===== config.mk =====
export PLATFORM = sky130hd
export DESIGN_NAME = heap_tree_nodes_at_distance_k_flat
export DESIGN_NICKNAME = d
export VERILOG_FILES = /design/src/sv/hnd_pkg.sv /design/src/sv/hnd_stream_if.sv /design/src/sv/heap_tree_nodes_at_distance_k.sv /design/src/sv/hnd_ram.sv /design/src/sv/hnd_dist.sv /design/src/flat_wrapper.sv
export SDC_FILE = /design/constraint.sdc
export NUM_CORES = 2
export LEC_CHECK = 0
export ABC_AREA = 1
export BUFFER_PORTS_ARGS = -buffer_cell sky130_fd_sc_hd__buf_2
export CELL_PAD_IN_SITES_DETAIL_PLACEMENT = 1
export CELL_PAD_IN_SITES_GLOBAL_PLACEMENT = 2
export CORE_MARGIN = 4
export CORE_UTILIZATION = 40
export DETAILED_ROUTE_END_ITERATION = 10
export PLACE_DENSITY = 0.75
export SYNTH_ARGS = -nofsm -noshare
export SYNTH_HDL_FRONTEND = slang
export SYNTH_SLANG_ARGS = --single-unit
export TNS_END_PERCENT = 100

===== constraint.sdc =====
create_clock -name clk_i -period 3.3 [get_ports clk_i]
set_input_delay 0.66 -clock clk_i [delete_from_list [all_inputs] [get_ports clk_i]]
set_output_delay 0.66 -clock clk_i [all_outputs]
set_load 0.005 [all_outputs]

===== src/sv/hnd_pkg.sv =====
package hnd_pkg;

  // Storage sizing
  localparam int unsigned MaxNodes  = 64;
  localparam int unsigned ValueBits = 16;
  localparam int unsigned SlotW     = $clog2(MaxNodes);
  localparam int unsigned CntW      = $clog2(MaxNodes + 1);
  localparam int unsigned WordW     = ValueBits + 1;

  // Fixed field widths
  localparam int unsigned OpW    = 2;
  localparam int unsigned FieldW = 16;
  localparam int unsigned DistW  = 4;

  typedef enum logic [OpW-1:0] {
    OP_CLEAR  = 2'd0,
    OP_APPEND = 2'd1,
    OP_QUERY  = 2'd2
  } op_e;

  // Request to the distance walker
  typedef struct packed {
    logic            start;
    logic [CntW-1:0] a;
    logic [CntW-1:0] b;
    logic [DistW-1:0] k;
  } dist_req_t;

  // Status from the distance walker
  typedef struct packed {
    logic done;
    logic hit;
  } dist_res_t;

endpackage


===== src/sv/hnd_stream_if.sv =====
// Input beat: one command
interface hnd_in_if;
  logic                          valid;
  logic                          ready;
  logic [hnd_pkg::OpW-1:0]       opcode;
  logic [hnd_pkg::FieldW-1:0]    node_value;
  logic                          node_is_null;
  logic [hnd_pkg::FieldW-1:0]    query_value;
  logic [hnd_pkg::DistW-1:0]     query_distance;

  modport source (
    output valid, opcode, node_value, node_is_null, query_value, query_distance,
    input  ready
  );
  modport sink (
    input  valid, opcode, node_value, node_is_null, query_value, query_distance,
    output ready
  );
endinterface

// Output beat: one result
interface hnd_out_if;
  logic                       valid;
  logic                       ready;
  logic [hnd_pkg::FieldW-1:0] result_value;
  logic                       result_valid;
  logic                       last;

  modport source (
    output valid, result_value, result_valid, last,
    input  ready
  );
  modport sink (
    input  valid, result_value, result_valid, last,
    output ready
  );
endinterface


===== src/sv/heap_tree_nodes_at_distance_k.sv =====
// Channel  Dir  Beat contents
// in_i     in   opcode, node_value, node_is_null, query_value, query_distance
// out_o    out  result_value, result_valid, last
//
// Clear and append complete in the idle state and leave the input open.
// A query scans each origin slot and, for an origin that matches, every slot
// as a candidate walked by the distance unit; nulls and
// already emitted slots skip the walk. The single RAM read port sets the scan.
// Reset empties the tree and clears the marks; there is no clearing pass.
// A found result waits in a pending register until the next is known; the scan
// halts while that result must move out and the output register is still full.
module heap_tree_nodes_at_distance_k (
  input  logic      clk_i,
  input  logic      rst_ni,
  hnd_in_if.sink    in_i,
  hnd_out_if.source out_o
);

  typedef enum logic [7:0] {
    S_IDLE = 8'b00000001,
    S_ORD  = 8'b00000010,
    S_OCHK = 8'b00000100,
    S_SRD  = 8'b00001000,
    S_SCHK = 8'b00010000,
    S_DIST = 8'b00100000,
    S_EMIT = 8'b01000000,
    S_FIN  = 8'b10000000
  } state_e;

  state_e                          state_q, state_d;
  logic [hnd_pkg::CntW-1:0]        cnt_q, cnt_d;
  logic [hnd_pkg::SlotW-1:0]       o_q, o_d;
  logic [hnd_pkg::SlotW-1:0]       s_q, s_d;
  logic [hnd_pkg::FieldW-1:0]      target_q, target_d;
  logic [hnd_pkg::DistW-1:0]       k_q, k_d;
  logic [hnd_pkg::MaxNodes-1:0]    marks_q;
  logic                            pend_have_q, pend_have_d;
  logic [hnd_pkg::ValueBits-1:0]   pend_val_q, pend_val_d;
  logic [hnd_pkg::ValueBits-1:0]   cand_q, cand_d;
  logic                            out_valid_q;
  logic [hnd_pkg::FieldW-1:0]      out_value_q;
  logic                            out_rvalid_q;
  logic                            out_last_q;

  logic                            in_acc;
  logic                            out_free;
  logic                            last_o;
  logic                            last_s;
  logic                            step_s;
  logic                            marks_clr;
  logic                            marks_set;
  logic                            push;
  logic [hnd_pkg::FieldW-1:0]      push_value;
  logic                            push_rvalid;
  logic                            push_last;

  logic                            ram_we;
  logic [hnd_pkg::SlotW-1:0]       ram_raddr;
  logic [hnd_pkg::WordW-1:0]       ram_wdata;
  logic [hnd_pkg::WordW-1:0]       ram_rdata;
  logic                            rd_null;
  logic [hnd_pkg::ValueBits-1:0]   rd_val;

  hnd_pkg::dist_req_t              dist_req;
  hnd_pkg::dist_res_t              dist_res;

  // Slot store: {null flag, value}
  hnd_ram #(
    .Depth (hnd_pkg::MaxNodes),
    .Width (hnd_pkg::WordW)
  ) u_ram (
    .clk_i   (clk_i),
    .we_i    (ram_we),
    .waddr_i (cnt_q[hnd_pkg::SlotW-1:0]),
    .wdata_i (ram_wdata),
    .raddr_i (ram_raddr),
    .rdata_o (ram_rdata)
  );

  // Shared distance walker
  hnd_dist u_dist (
    .clk_i  (clk_i),
    .rst_ni (rst_ni),
    .req_i  (dist_req),
    .res_o  (dist_res)
  );

  assign ram_wdata = {in_i.node_is_null, hnd_pkg::ValueBits'(in_i.node_value)};
  assign ram_raddr = (state_q == S_ORD) ? o_q : s_q;
  assign rd_null   = ram_rdata[hnd_pkg::WordW-1];
  assign rd_val    = ram_rdata[hnd_pkg::ValueBits-1:0];

  assign in_i.ready = (state_q == S_IDLE);
  assign in_acc     = in_i.valid && in_i.ready;
  assign out_free   = !out_valid_q || out_o.ready;
  assign last_o     = ((hnd_pkg::CntW'(o_q) + hnd_pkg::CntW'(1)) == cnt_q);
  assign last_s     = ((hnd_pkg::CntW'(s_q) + hnd_pkg::CntW'(1)) == cnt_q);

  // Heap indices are slot plus one
  always_comb begin
    dist_req.start = (state_q == S_SCHK) && !rd_null && !marks_q[s_q];
    dist_req.a     = hnd_pkg::CntW'(o_q) + hnd_pkg::CntW'(1);
    dist_req.b     = hnd_pkg::CntW'(s_q) + hnd_pkg::CntW'(1);
    dist_req.k     = k_q;
  end

  // Sequence the origin and slot scans
  always_comb begin
    state_d     = state_q;
    cnt_d       = cnt_q;
    o_d         = o_q;
    s_d         = s_q;
    target_d    = target_q;
    k_d         = k_q;
    pend_have_d = pend_have_q;
    pend_val_d  = pend_val_q;
    cand_d      = cand_q;
    ram_we      = 1'b0;
    step_s      = 1'b0;
    marks_clr   = 1'b0;
    marks_set   = 1'b0;
    push        = 1'b0;
    push_value  = '0;
    push_rvalid = 1'b0;
    push_last   = 1'b0;

    case (state_q)
      S_IDLE: begin
        if (in_acc) begin
          case (in_i.opcode)
            hnd_pkg::OP_CLEAR: begin
              cnt_d = '0;
            end
            hnd_pkg::OP_APPEND: begin
              if (cnt_q < hnd_pkg::CntW'(hnd_pkg::MaxNodes)) begin
                ram_we = 1'b1;
                cnt_d  = cnt_q + hnd_pkg::CntW'(1);
              end
            end
            hnd_pkg::OP_QUERY: begin
              target_d    = in_i.query_value;
              k_d         = in_i.query_distance;
              marks_clr   = 1'b1;
              pend_have_d = 1'b0;
              o_d         = '0;
              state_d     = (cnt_q == '0) ? S_FIN : S_ORD;
            end
            default: begin
            end
          endcase
        end
      end
      S_ORD: begin
        state_d = S_OCHK;
      end
      S_OCHK: begin
        if (!rd_null && (32'(rd_val) == 32'(target_q))) begin
          s_d     = '0;
          state_d = S_SRD;
        end else if (last_o) begin
          state_d = S_FIN;
        end else begin
          o_d     = o_q + hnd_pkg::SlotW'(1);
          state_d = S_ORD;
        end
      end
      S_SRD: begin
        state_d = S_SCHK;
      end
      S_SCHK: begin
        cand_d = rd_val;
        if (rd_null || marks_q[s_q]) begin
          step_s = 1'b1;
        end else begin
          state_d = S_DIST;
        end
      end
      S_DIST: begin
        if (dist_res.done) begin
          if (dist_res.hit) begin
            state_d = S_EMIT;
          end else begin
            step_s = 1'b1;
          end
        end
      end
      S_EMIT: begin
        // Move the held result out, hold the new one until the next is known
        if (!pend_have_q || out_free) begin
          push        = pend_have_q;
          push_value  = hnd_pkg::FieldW'(pend_val_q);
          push_rvalid = 1'b1;
          pend_val_d  = cand_q;
          pend_have_d = 1'b1;
          marks_set   = 1'b1;
          step_s      = 1'b1;
        end
      end
      S_FIN: begin
        if (out_free) begin
          push        = 1'b1;
          push_value  = pend_have_q ? hnd_pkg::FieldW'(pend_val_q) : '0;
          push_rvalid = pend_have_q;
          push_last   = 1'b1;
          state_d     = S_IDLE;
        end
      end
      default: begin
        state_d = S_IDLE;
      end
    endcase

    // Advance to the next slot, or the next origin at the end of a scan
    if (step_s) begin
      if (!last_s) begin
        s_d     = s_q + hnd_pkg::SlotW'(1);
        state_d = S_SRD;
      end else if (last_o) begin
        state_d = S_FIN;
      end else begin
        o_d     = o_q + hnd_pkg::SlotW'(1);
        state_d = S_ORD;
      end
    end
  end

  // Control registers
  always_ff @(posedge clk_i or negedge rst_ni) begin
    if (!rst_ni) begin
      state_q     <= S_IDLE;
      cnt_q       <= '0;
      marks_q     <= '0;
      pend_have_q <= 1'b0;
      out_valid_q <= 1'b0;
    end else begin
      state_q     <= state_d;
      cnt_q       <= cnt_d;
      pend_have_q <= pend_have_d;
      if (marks_clr) begin
        marks_q <= '0;
      end else if (marks_set) begin
        marks_q[s_q] <= 1'b1;
      end
      if (push) begin
        out_valid_q <= 1'b1;
      end else if (out_o.ready) begin
        out_valid_q <= 1'b0;
      end
    end
  end

  // Payload registers
  always_ff @(posedge clk_i) begin
    o_q        <= o_d;
    s_q        <= s_d;
    target_q   <= target_d;
    k_q        <= k_d;
    pend_val_q <= pend_val_d;
    cand_q     <= cand_d;
    if (push) begin
      out_value_q  <= push_value;
      out_rvalid_q <= push_rvalid;
      out_last_q   <= push_last;
    end
  end

  assign out_o.valid        = out_valid_q;
  assign out_o.result_value = out_value_q;
  assign out_o.result_valid = out_rvalid_q;
  assign out_o.last         = out_last_q;

endmodule


===== src/sv/hnd_ram.sv =====
module hnd_ram #(
  parameter int unsigned Depth = 64,
  parameter int unsigned Width = 17,
  localparam int unsigned AddrW = $clog2(Depth)
) (
  input  logic             clk_i,
  input  logic             we_i,
  input  logic [AddrW-1:0] waddr_i,
  input  logic [Width-1:0] wdata_i,
  input  logic [AddrW-1:0] raddr_i,
  output logic [Width-1:0] rdata_o
);

  logic [Width-1:0] mem_q [Depth];
  logic [Width-1:0] rdata_q;

  // Write one entry, read one entry with registered data
  always_ff @(posedge clk_i) begin
    if (we_i) begin
      mem_q[waddr_i] <= wdata_i;
    end
    rdata_q <= mem_q[raddr_i];
  end

  assign rdata_o = rdata_q;

endmodule


===== src/sv/hnd_dist.sv =====
module hnd_dist (
  input  logic               clk_i,
  input  logic               rst_ni,
  input  hnd_pkg::dist_req_t req_i,
  output hnd_pkg::dist_res_t res_o
);

  logic                        busy_q;
  logic [hnd_pkg::CntW-1:0]    a_q;
  logic [hnd_pkg::CntW-1:0]    b_q;
  logic [hnd_pkg::DistW-1:0]   k_q;
  logic [hnd_pkg::DistW-1:0]   d_q;
  logic                        same;
  logic                        at_k;

  // Stop on meeting at the common ancestor or when the walked distance reaches k
  always_comb begin
    same       = (a_q == b_q);
    at_k       = (d_q == k_q);
    res_o.done = busy_q && (same || at_k);
    res_o.hit  = busy_q && same && at_k;
  end

  // Track the walk
  always_ff @(posedge clk_i or negedge rst_ni) begin
    if (!rst_ni) begin
      busy_q <= 1'b0;
    end else if (req_i.start) begin
      busy_q <= 1'b1;
    end else if (res_o.done) begin
      busy_q <= 1'b0;
    end
  end

  // Step the larger index up to its parent, one edge a cycle
  always_ff @(posedge clk_i) begin
    if (req_i.start) begin
      a_q <= req_i.a;
      b_q <= req_i.b;
      k_q <= req_i.k;
      d_q <= '0;
    end else if (busy_q && !res_o.done) begin
      if (a_q > b_q) begin
        a_q <= a_q >> 1;
      end else begin
        b_q <= b_q >> 1;
      end
      d_q <= d_q + hnd_pkg::DistW'(1);
    end
  end

endmodule


===== src/flat_wrapper.sv =====
// flat-port wrapper written by rule: the top's interface ports become plain ports
module heap_tree_nodes_at_distance_k_flat 
  (clk_i, rst_ni, in_i_valid, in_i_opcode, in_i_node_value, in_i_node_is_null, in_i_query_value, in_i_query_distance, in_i_ready, out_o_valid, out_o_result_value, out_o_result_valid, out_o_last, out_o_ready);
  hnd_in_if in_i_i ();
  hnd_out_if out_o_i ();
  input  logic clk_i;
  input  logic rst_ni;
  input wire logic [$bits(in_i_i.valid)-1:0] in_i_valid;
  input wire logic [$bits(in_i_i.opcode)-1:0] in_i_opcode;
  input wire logic [$bits(in_i_i.node_value)-1:0] in_i_node_value;
  input wire logic [$bits(in_i_i.node_is_null)-1:0] in_i_node_is_null;
  input wire logic [$bits(in_i_i.query_value)-1:0] in_i_query_value;
  input wire logic [$bits(in_i_i.query_distance)-1:0] in_i_query_distance;
  output wire logic [$bits(in_i_i.ready)-1:0] in_i_ready;
  output wire logic [$bits(out_o_i.valid)-1:0] out_o_valid;
  output wire logic [$bits(out_o_i.result_value)-1:0] out_o_result_value;
  output wire logic [$bits(out_o_i.result_valid)-1:0] out_o_result_valid;
  output wire logic [$bits(out_o_i.last)-1:0] out_o_last;
  input wire logic [$bits(out_o_i.ready)-1:0] out_o_ready;
  assign in_i_i.valid = in_i_valid;
  assign in_i_i.opcode = in_i_opcode;
  assign in_i_i.node_value = in_i_node_value;
  assign in_i_i.node_is_null = in_i_node_is_null;
  assign in_i_i.query_value = in_i_query_value;
  assign in_i_i.query_distance = in_i_query_distance;
  assign in_i_ready = in_i_i.ready;
  assign out_o_valid = out_o_i.valid;
  assign out_o_result_value = out_o_i.result_value;
  assign out_o_result_valid = out_o_i.result_valid;
  assign out_o_last = out_o_i.last;
  assign out_o_i.ready = out_o_ready;
  heap_tree_nodes_at_distance_k u_core (.clk_i(clk_i), .rst_ni(rst_ni), .in_i(in_i_i), .out_o(out_o_i));
endmodule

==> impl_results.md <==
- Status: finished clean
- F_max: 0.321 GHz
- Psw: 9.98 mW
- R2r setup slk: 0.19 ns
- Sequential area share after synthesis: 0.701
- Max Slew Vio Count: 0
- Critical-path maximum fanout: 36
- Site Rows: 134
- Pwr/cell area: 620 nW/um^2
- Max-cap violation count: 0
- Data required time at the worst endpoint: 3.95 ns
- Hold Path Class: in2reg
- DRT Pass-1 Iters: 5
- FF/Latch Area: 38000 um^2
- Slowest CP cell: dfstp_2
- Tot Pwr: 38.9 mW
- Peak per-stage delay on the critical path: 0.56 ns
- Maximum vdd drop: 0.473 mV
- Met1 wire length: 73500 um
- Detailed-route via count: 37300
- DRT Wirelength: 169000 um
- Initial Util: 0.405
- Share of cells above drive strength 1: 0.111
- Hold_sp: in_i_query_value[2]
- Main synth FF type: edfxtp_1
- Remaining global-route overflow: 0
- Fin crit share: 0.944
- Top-Level Pins: 63
- Later-pin clock latency in the skew report: 0.78 ns
- Number of global-route vias before repair: 38000
- Total Routing Usage GR: 0.237
- Static leakage: 24.2 nW
- Num CTS Buffers: 147
- Net Sw Frac: 0.256
- Reg clk slew, reported paths: 0.06 ns
- Clk sinks: 1291
- P&R area growth vs syn: 15.7%
- Asr flop ratio synth: 0.0635
- ANT nets after route: 0
- Combinational cell fraction of total power: 0.114
- Int Pwr: 28.9 mW
- Max transition margin: 0.313
- Setup TNS: 0 ns
- Post-Syn Nets: 4947
- TritonCTS clock tree: built
- Worst r2r src: u_core.state_q[0]$_DFFE_PN1P_
- Hold path endpoint: u_core.target_q[2]$_DFFE_PP_
- Max clock buf depth: 3
- Commonest non-fill, non-tap cell in the layout: nand2_1
- Port Buffers: 62
- Largest net degree at the start of global routing: 92
- Fin cells: 6979
- Fill cells: 14300
- Die height: 376 um
- WL met2: 82200 um
- Post-CTS Setup Repair Bufs: 0
- Crit path cell chain: inv_2 > nand2_1 > nor2_2 > nand2_4 > nand2_2 > nand2_8 > buf_12 > buf_12 > buf_4 > nand2_1 > o211ai_1 > nand3_1 > nand3_1 > nand3_1 > nand3_1 > nand2_1
- Nets: 5146
- HPWL Detailed: 104000 um
- Final RePlAce weighted congestion: 0.809
- DR iter-0 viols: 3005
- Synth warn: 0
- Cell repeated most along the worst path: nand3_1
- Most frequent cells in the layout: nand2_1 (1700), edfxtp_1 (1176), nand3_1 (557)
- Number of antenna violations at the first check in global routing: 4
- Clk pwr share: 0.408
- Fin crit period: 3.11 ns
- Top Layer Used: met4
- #FFs+latches synth: 1291
- Hold Vio Cnt, Final: 0
- Critical path class: reg2reg
- Final core utilization: 0.468
- Synthesized area per cell: 11.1 um^2
- Number of flops mapped to enable cells by yosys: 1176
- CP startpoint kind: flip-flop
- Reg power frac: 0.478
- Cells after DPL: 6706
- Root Driver: clkbuf_16
- H-tree depth: 4
- Final setup fails: 0
- Wirelength per Cell: 24.2 um
- Mapped Area: 54300 um^2
- Worst Hold Depth: 1
- First-pass GRT wire length: 250000 um
- Core Region: 134000 um^2
- Die area: 142000 um^2
- # DRC: 0
- Reg2Reg Depth: 16
- R2r endpoint: u_core.u_ram.rdata_o[5]$_DFF_P_
- Final Skew: 0.0307 ns
- Post-Syn Instances: 4892
- Via density: 5.35
- Routed wl met3: 8150 um
- Synth cell types: 47
- Multi-input gate area: 13700 um^2
- Die X-Extent: 376 um
- Slew @ Worst Pin: 1.03 ns
- Critical path endpoint category: flip-flop
- Crit path DAT: 3.76 ns
[timing repair]
action | in CTS | in global routing
gates resized for setup | 1 | 18
endpoints found under the setup margin | 1 | 30
gates cloned | 0 | 1
endpoints found under the hold margin | 39 | 0
pin swaps | 0 | 1
hold buffers | 3 | 0
[final cells by class]
| class | count | area share |
|---|---|---|
| sequential | 1291 | 0.606 |
| antenna | 1 | 0.0000398 |
| multi-input combinational | 2970 | 0.217 |
| timing repair buffer | 313 | 0.0461 |
| tap | 1768 | 0.0352 |
| clock inverter | 62 | 0.00903 |
| clock buffer | 206 | 0.0646 |
| inverter | 368 | 0.0220 |
[kinds of logic after synthesis]
kind of cell    count (synthesis)  share of synthesized area
xor+xnor                       26                    0.00420
compound gates                417                     0.0509
flops                        1291                      0.701
buf+inv                       632                     0.0512
simple gates                 2514                      0.190
fa+ha+maj                      12                    0.00277
[cell usage after synthesis (2+ instances only)]
master / number / area (um^2)
nand3_2: 2 / 20.0
o21ai_2: 4 / 35.0
xor2_1: 17 / 149
nor2_4: 2 / 22.5
nand2_1: 1702 / 6390
a2bb2oi_1: 18 / 158
o211ai_1: 223 / 1670
ha_1: 12 / 150
nor2_2: 4 / 25.0
o21ai_1: 17 / 85.1
inv_1: 349 / 1310
dfxtp_1: 33 / 661
inv_2: 14 / 52.6
nand4_1: 12 / 75.1
o22ai_1: 5 / 31.3
nand3_1: 562 / 2810
nor3_2: 4 / 40.0
edfxtp_1: 1176 / 35300
buf_4: 19 / 143
buf_2: 181 / 906
or2_2: 7 / 43.8
clkinv_1: 5 / 18.8
buf_1: 2 / 7.51
nor3_1: 11 / 55.1
nand2_2: 8 / 50.1
xnor2_1: 9 / 78.8
buf_6: 14 / 158
clkbuf_1: 47 / 176
o21ai_0: 82 / 410
nor2_1: 194 / 728
a31oi_1: 2 / 12.5
a21oi_1: 60 / 300
dfrtp_1: 81 / 2030
[layer usage]
| metal | global-route usage | vias up |
|---|---|---|
| li1 | - | 17100 |
| met1 | 0.321 | 19100 |
| met2 | 0.398 | 877 |
| met3 | 0.0307 | 219 |
| met4 | 0.0749 | 0 |
| met5 | 0 | - |
[per-stage QoR]
| step | hold slack, ns | instance area, um^2 | setup WS (ns) |
|---|---|---|---|
| final | 0.0656 | 62800 | 0.186 |
| after global placement | 0.402 | 58100 | 0.0615 |
| after CTS | 0.000777 | 62700 | 0.0419 |
| after detailed placement | 0.406 | 58100 | -0.00301 |
| after global routing | 0.0202 | 62800 | -0.0111 |
| after floorplan | 0.364 | 54300 | 0.275 |
[sequential cells by signal (all words and copies together), names as in the netlist, 6 cells and up]
name and flops:
u_core.u_dist.b_q 7, u_core.target_q 16, u_core.out_o.result_value 16, u_core.state_q 8, u_core.pend_val_q 16, u_core.cand_q 16, u_core.marks_q 64, u_core.u_dist.a_q 7
u_core.u_ram.mem_q 1088, u_core.cnt_q 7, u_core.s_q 6, u_core.o_q 6, u_core.u_ram.rdata_o 17
[power groups by stage]
| stage | Combinational [mW] | Sequential [mW] | Clock, mW |
|---|---|---|---|
| 3_5_place_dp | 4.42 | 18.9 | 0 |
| 4_1_cts | 4.45 | 18.6 | 16.2 |
| 6_report | 4.45 | 18.6 | 15.9 |
| 5_1_grt | 4.96 | 18.6 | 16.9 |
| 3_3_place_gp | 4.33 | 18.9 | 0 |
| 2_1_floorplan | 2.65 | 18.8 | 0 |
[worst max path at each step]
stage	cells past startpoint	slack [ns]	from	end
2_1_floorplan	10	0.27	u_core.state_q[2]$_DFFE_PN0P_	u_core.u_dist.a_q[0]$_DFFE_PP_
3_3_place_gp	16	0.06	u_core.state_q[0]$_DFFE_PN1P_	u_core.u_ram.rdata_o[6]$_DFF_P_
3_5_place_dp	16	-0.003	u_core.state_q[0]$_DFFE_PN1P_	u_core.u_ram.rdata_o[6]$_DFF_P_
4_1_cts	16	0.04	u_core.state_q[0]$_DFFE_PN1P_	u_core.u_ram.rdata_o[6]$_DFF_P_
5_1_grt	13	-0.01	u_core.state_q[6]$_DFFE_PN0P_	u_core.u_ram.mem_q[2][14]$_DFFE_PP_
6_report	16	0.19	u_core.state_q[0]$_DFFE_PN1P_	u_core.u_ram.rdata_o[5]$_DFF_P_
[worst max-delay path, delay by kind of cell (launching register included)]
kind	cells	cell delay (ns)
AND/OR/NAND/NOR	11	1.49
buffers and inverters	4	0.80
flip-flops	1	0.56
AO/OA/AOI/OAI	1	0.09
No activity file was read; power rests on OpenSTA's default activity.
